## src/rtl/rvex_pkg.sv

```systemverilog
// rvex_pkg: shared types and codes for the RV32IM execute unit.
// No dependencies.
`default_nettype none
package rvex_pkg;

    localparam logic [2:0] MODE_LUI    = 3'd0;
    localparam logic [2:0] MODE_AUIPC  = 3'd1;
    localparam logic [2:0] MODE_ALUI   = 3'd2;
    localparam logic [2:0] MODE_ALUR   = 3'd3;
    localparam logic [2:0] MODE_JAL    = 3'd4;
    localparam logic [2:0] MODE_JALR   = 3'd5;
    localparam logic [2:0] MODE_BRANCH = 3'd6;

    localparam logic [6:0] F7_BASE = 7'h00;
    localparam logic [6:0] F7_ALT  = 7'h20;

    // funct3 of the base ALU operations
    localparam logic [2:0] F3_ADD  = 3'd0;
    localparam logic [2:0] F3_SLL  = 3'd1;
    localparam logic [2:0] F3_SLT  = 3'd2;
    localparam logic [2:0] F3_SLTU = 3'd3;
    localparam logic [2:0] F3_XOR  = 3'd4;
    localparam logic [2:0] F3_SR   = 3'd5;
    localparam logic [2:0] F3_OR   = 3'd6;
    localparam logic [2:0] F3_AND  = 3'd7;

    // funct3 of multiply and divide
    localparam logic [2:0] F3_MUL    = 3'd0;
    localparam logic [2:0] F3_MULH   = 3'd1;
    localparam logic [2:0] F3_MULHSU = 3'd2;
    localparam logic [2:0] F3_MULHU  = 3'd3;
    localparam logic [2:0] F3_DIV    = 3'd4;
    localparam logic [2:0] F3_DIVU   = 3'd5;
    localparam logic [2:0] F3_REM    = 3'd6;
    localparam logic [2:0] F3_REMU   = 3'd7;

    // funct3 of branch conditions
    localparam logic [2:0] F3_BEQ  = 3'd0;
    localparam logic [2:0] F3_BNE  = 3'd1;
    localparam logic [2:0] F3_BLT  = 3'd4;
    localparam logic [2:0] F3_BGE  = 3'd5;
    localparam logic [2:0] F3_BLTU = 3'd6;
    localparam logic [2:0] F3_BGEU = 3'd7;

    // operation class chosen in the first stage
    typedef enum logic [2:0] {
        OP_NONE,
        OP_SIMPLE,
        OP_MUL,
        OP_DIV,
        OP_BRANCH
    } t_op;

    // sideband carried alongside the divider
    typedef struct packed {
        t_op         op;
        logic [2:0]  funct3;
        logic [31:0] simple;
        logic        wr;
        logic [4:0]  rd;
        logic [31:0] npc;
        logic        taken;
        logic        illegal;
        logic        neg_q;
        logic        neg_r;
        logic [31:0] a_raw;
        logic        div_zero;
        logic        ovf;
        logic [63:0] prod;
    } t_ctl;

endpackage
`default_nettype wire

```

## src/rtl/rvex_div_pipe.sv

```systemverilog
// rvex_div_pipe: pipelined unsigned 32/32 divider, DIGITS quotient bits per stage.
// Depends on rvex_pkg for the sideband struct.
`default_nettype none
module rvex_div_pipe #(
    parameter int DIGITS = 4
) (
    input  wire          i_clk,
    input  wire          i_rst_n,
    input  wire          i_en,
    input  wire          i_valid,
    input  wire [31:0]   i_num,
    input  wire [31:0]   i_den,
    input  wire rvex_pkg::t_ctl i_ctl,
    output logic         o_valid,
    output logic [31:0]  o_quo,
    output logic [31:0]  o_rem,
    output rvex_pkg::t_ctl o_ctl
);
    localparam int STAGES = 32 / DIGITS;

    // restoring division, DIGITS steps between registers
    for (genvar s = 0; s < STAGES; s++) begin : g_st
        logic           v_in;
        logic [31:0]    q_in, r_in, d_in;
        rvex_pkg::t_ctl c_in;
        logic [31:0]    n_q, n_r;
        logic           r_v;
        logic [31:0]    r_q, r_r, r_d;
        rvex_pkg::t_ctl r_c;

        // stage input: block inputs for the first stage, previous stage after
        if (s == 0) begin : g_head
            assign v_in = i_valid;
            assign q_in = i_num;
            assign r_in = 32'd0;
            assign d_in = i_den;
            assign c_in = i_ctl;
        end else begin : g_link
            assign v_in = g_st[s-1].r_v;
            assign q_in = g_st[s-1].r_q;
            assign r_in = g_st[s-1].r_r;
            assign d_in = g_st[s-1].r_d;
            assign c_in = g_st[s-1].r_c;
        end

        // partial remainder stays below the divisor, so 32 bits between stages
        always_comb begin
            logic [32:0] w, t;
            n_q = q_in;
            w = {1'b0, r_in};
            for (int k = 0; k < DIGITS; k++) begin
                w = {w[31:0], n_q[31]};
                n_q = {n_q[30:0], 1'b0};
                t = w - {1'b0, d_in};
                if (!t[32]) begin
                    w = t;
                    n_q[0] = 1'b1;
                end
            end
            n_r = w[31:0];
        end

        always_ff @(posedge i_clk) begin
            if (!i_rst_n) begin
                r_v <= 1'b0;
            end else if (i_en) begin
                r_v <= v_in;
            end
            if (i_en) begin
                r_q <= n_q;
                r_r <= n_r;
                r_d <= d_in;
                r_c <= c_in;
            end
        end
    end

    assign o_valid = g_st[STAGES-1].r_v;
    assign o_quo   = g_st[STAGES-1].r_q;
    assign o_rem   = g_st[STAGES-1].r_r;
    assign o_ctl   = g_st[STAGES-1].r_c;
endmodule
`default_nettype wire

```

## config.mk

```make
export PLATFORM = sky130hd
export DESIGN_NAME = rvex_div_pipe
export DESIGN_NICKNAME = d
export VERILOG_FILES = /design/src/rtl/rvex_pkg.sv /design/src/rtl/rvex_div_pipe.sv
export SDC_FILE = /design/constraint.sdc
export NUM_CORES = 2
export LEC_CHECK = 0
export BUFFER_PORTS_ARGS = -buffer_cell sky130_fd_sc_hd__buf_2
export CELL_PAD_IN_SITES_DETAIL_PLACEMENT = 0
export CELL_PAD_IN_SITES_GLOBAL_PLACEMENT = 1
export CORE_ASPECT_RATIO = 0.8
export CORE_MARGIN = 2
export CORE_UTILIZATION = 45
export DETAILED_ROUTE_END_ITERATION = 7
export GPL_TIMING_DRIVEN = 0
export PLACE_DENSITY_LB_ADDON = 0.1
export SLEW_MARGIN = 40
export SYNTH_ARGS = -nofsm -noshare
export SYNTH_HDL_FRONTEND = slang
export SYNTH_SLANG_ARGS = --single-unit
export TNS_END_PERCENT = 20
```

## constraint.sdc

```tcl
create_clock -name i_clk -period 18 [get_ports i_clk]
set_input_delay 0 -clock i_clk [delete_from_list [all_inputs] [get_ports i_clk]]
set_output_delay 0 -clock i_clk [all_outputs]
set_load 0.02 [all_outputs]
```

==> metrics <==
run status completed; total CTS buffers 215; vias in the first global route 83,730; max-cap violations 0; Final Max Tran Viols 0; core region area 274,600 um2; type of the worst min-delay path in -> reg; Via-to-Cell Ratio 5.492; Die Width 591.6 um; crit path time final 17.09 ns; Placer Congestion 0.9284; pin count of the biggest net entering global routing 124; residual DRC count 0; kind of launch point of the worst setup path flop; capturing element type of the critical path flop; worst clock skew 0.07844 ns; CTS clk-pin slew, worst paths 0.06 ns; share of the yosys chip area belonging to registers 52.32%; wire length of the first global-routing pass 494,100 um; number of distinct library cells after synthesis 98; commonest register cell after synthesis sky130_fd_sc_hd__edfxtp_1; worst slack at placement -2.151 ns; area after detailed placement 132,100 um2; total number of vias 86,700; count of port buffers added during placement 488; kind of critical path reg -> reg; Initial Util 45.26%; total number of clock tree sinks 2,168; Max stage delay on crit path 0.56 ns; Final Hold Vio Count 0; global-route congestion overflow total 0; gate count of the mapped netlist 10,720; Setup WS post-layout 0.9073 ns; library cell appearing most often on the critical path sky130_fd_sc_hd__a21oi_1; area of the mapped netlist 124,300 um2; average routed wire per standard cell 20.76 um; data arrival time of the critical path 17.64 ns; number of cell rows 172; top-level port count 489; register bit count reported by yosys 2,168; ANT nets after route 0; total die area 280,400 um2; clock tree from TritonCTS built; detailed-router iteration count before antenna repair 6; overall fraction of global-route tracks in use 22.79%; detailed router's first-iteration violation count 6,572; H-tree levels 4; total negative slack for setup checks 0 ns; highest fanout seen on the critical path 10; Max stage delay cell, worst path sky130_fd_sc_hd__edfxtp_1; worst-case clock buffer depth 4; Data required, critical path 18.55 ns; worst max-slew margin expressed relative to the limit 38.20%; final wirelength 327,700 um; clock latency on the worst-skew pair 0.88 ns; clock root buffer master sky130_fd_sc_hd__clkbuf_16; slew at the pin closest to its max-slew limit 0.9173 ns; Warnings, synthesis 0; setup violators final 0; post-route cell area 144,300 um2; Detail Placement HPWL 253,700 um; Mean Syn Cell Area 11.60 um2; share of async-settable or async-resettable flops after synthesis 0%; final clock period utilization by the worst path 94.96%; initial antenna violation count 13; max frequency 0.05850 GHz; chip height 474.1 um; fraction of final layout cells with drive strength greater than 1 12.15%; EDFF count, synth 2,160; signed area change from the synthesized netlist to the final layout 16.09%; final-stage net count 13,230
synthesized netlist by cell type (all sizes together) (15+ instances only):
| cell type | count | area (um2) |
|---|---|---|
| nand2 | 582 | 2187 |
| a211oi | 107 | 808.3 |
| nor4 | 34 | 212.7 |
| nand2b | 162 | 1013 |
| or3 | 43 | 269.0 |
| mux2i | 134 | 1341 |
| and2 | 62 | 387.9 |
| mux2 | 392 | 4414 |
| o21ai | 630 | 3153 |
| o21bai | 106 | 795.8 |
| o221ai | 27 | 236.5 |
| a21boi | 46 | 349.1 |
| clkbuf | 138 | 518.0 |
| a31oi | 112 | 706.9 |
| a21oi | 990 | 4955 |
| nand3b | 18 | 135.1 |
| a22oi | 18 | 135.1 |
| nor2b | 161 | 1007 |
| xnor2 | 557 | 4908 |
| o211ai | 42 | 315.3 |
| nand4 | 62 | 387.9 |
| nand3 | 158 | 790.8 |
| a2111oi | 18 | 158.9 |
| a21o | 452 | 3393 |
| a211o | 28 | 245.2 |
| and3 | 84 | 525.5 |
| inv | 615 | 2308 |
| and4 | 21 | 183.9 |
| xor2 | 293 | 2574 |
| nor3 | 137 | 690.7 |
| o31ai | 60 | 450.4 |
| buf | 59 | 274.0 |
| ha | 994 | 12440 |
| nor2 | 738 | 2770 |
| edfxtp | 2160 | 64860 |
| fa | 31 | 620.6 |
| o21a | 161 | 1209 |
| a31o | 22 | 192.7 |
| o31a | 16 | 140.1 |
| a221oi | 15 | 131.4 |
| or2 | 26 | 162.7 |
| o22ai | 17 | 106.4 |
stage by stage:
step	std cells	hold slack, ns	util (%)
2_1_floorplan	10730	0.09887	-
3_3_place_gp	14870	0.1760	47.83
3_5_place_dp	14890	0.1781	48.09
4_1_cts	15770	0.01402	52.36
5_1_grt	15780	0.06083	52.54
6_report	15790	0.08256	52.54
sequential cells by signal, indices dropped and copies added (netlist names):
register / cells
g_st.r_c: 1246
g_st.r_d: 224
g_st.r_q: 224
g_st.r_r: 224
g_st.r_v: 7
o_ctl: 178
o_quo: 32
o_rem: 32
o_valid: 1
layout by cell type, fill, tap and decap left out, types with 215 or more instances in the layout:
master	netlist	layout
sky130_fd_sc_hd__o21ai_0	622	607
sky130_fd_sc_hd__xnor2_1	553	545
sky130_fd_sc_hd__buf_2	36	530
sky130_fd_sc_hd__ha_1	994	994
sky130_fd_sc_hd__dlygate4sd3_1	0	486
sky130_fd_sc_hd__xor2_1	292	285
sky130_fd_sc_hd__a21oi_1	990	987
sky130_fd_sc_hd__mux2_2	392	392
sky130_fd_sc_hd__inv_1	606	606
sky130_fd_sc_hd__nand2_1	581	580
sky130_fd_sc_hd__clkbuf_16	0	215
sky130_fd_sc_hd__nor2_1	738	737
sky130_fd_sc_hd__edfxtp_1	2160	2160
sky130_fd_sc_hd__a21o_1	452	452
area by class of cell:
type	instances	area [um2]
Antenna cell	5	12.51
Buffer	194	903.4
Clock buffer	257	5568
Clock inverter	129	1100
Fill cell	24000	130300
Inverter	617	2316
Multi-Input combinational cell	7747	56750
Sequential cell	2168	65020
Tap cell	3654	4572
Timing Repair Buffer	1014	8044
cell families (layout without fill, tap and decap cells):
| kind of cell | Yosys count | in the layout | share of synthesized area [%] |
|---|---|---|---|
| multiplexers | 526 | 526 | 4.631 |
| flip-flops | 2168 | 2168 | 52.32 |
| adder cells (fa/ha/maj) | 1030 | 1030 | 10.55 |
| AO/OA/AOI/OAI | 3001 | 3001 | 15.10 |
| AND/OR/NAND/NOR | 2324 | 2324 | 8.866 |
| buffers and inverters | 814 | 2211 | 2.501 |
| other | 1 | 20 | 0.003017 |
| XOR/XNOR | 851 | 851 | 6.038 |
repair_timing:
item / in CTS / in global routing
resized for setup: 58 / 133
buffers inserted: 0 / 17
pin swaps: 2 / 9
cloned: 0 / 0
setup endpoints to repair: 226 / 264
hold buffers: 486 / 0
hold endpoints to repair: 712 / 0
metal layers:
layer,vias to the layer above,GRT usage (%),share of wire (%)
met2,1921,36.18,45
met5,-,0,0
li1,42730,-,-
met4,0,5.054,2.1
met1,41720,32.69,47
met3,331,3.723,5.5
critical path, delay by kind of cell, from the launching register on:
| family | cells | cell delay [ns] |
|---|---|---|
| XOR/XNOR | 3 | 0.87 |
| adder cells (fa/ha/maj) | 4 | 1.46 |
| multiplexers | 3 | 1.08 |
| AO/OA/AOI/OAI | 31 | 7.51 |
| flip-flops | 1 | 0.56 |
| AND/OR/NAND/NOR | 12 | 2.47 |
| buffers and inverters | 8 | 2.82 |
final timing paths:
kind / from / endpoint / slack, ns / cells past startpoint
worst max register to register: g_st[5].r_d[1]$_DFFE_PP_ / g_st[6].r_r[9]$_DFFE_PP_ / 0.91 / 61
worst max-delay path: g_st[5].r_d[1]$_DFFE_PP_ / g_st[6].r_r[9]$_DFFE_PP_ / 0.91 / 61
worst min-delay path: i_den[14] / g_st[0].r_d[14]$_DFFE_PP_ / 0.08 / 2
worst min register to register: g_st[4].r_c[107]$_DFFE_PP_ / g_st[5].r_c[107]$_DFFE_PP_ / 0.37 / 0
Power is not shown: default switching activity piles up to over one toggle a cycle in this logic, so the estimate is an artifact.
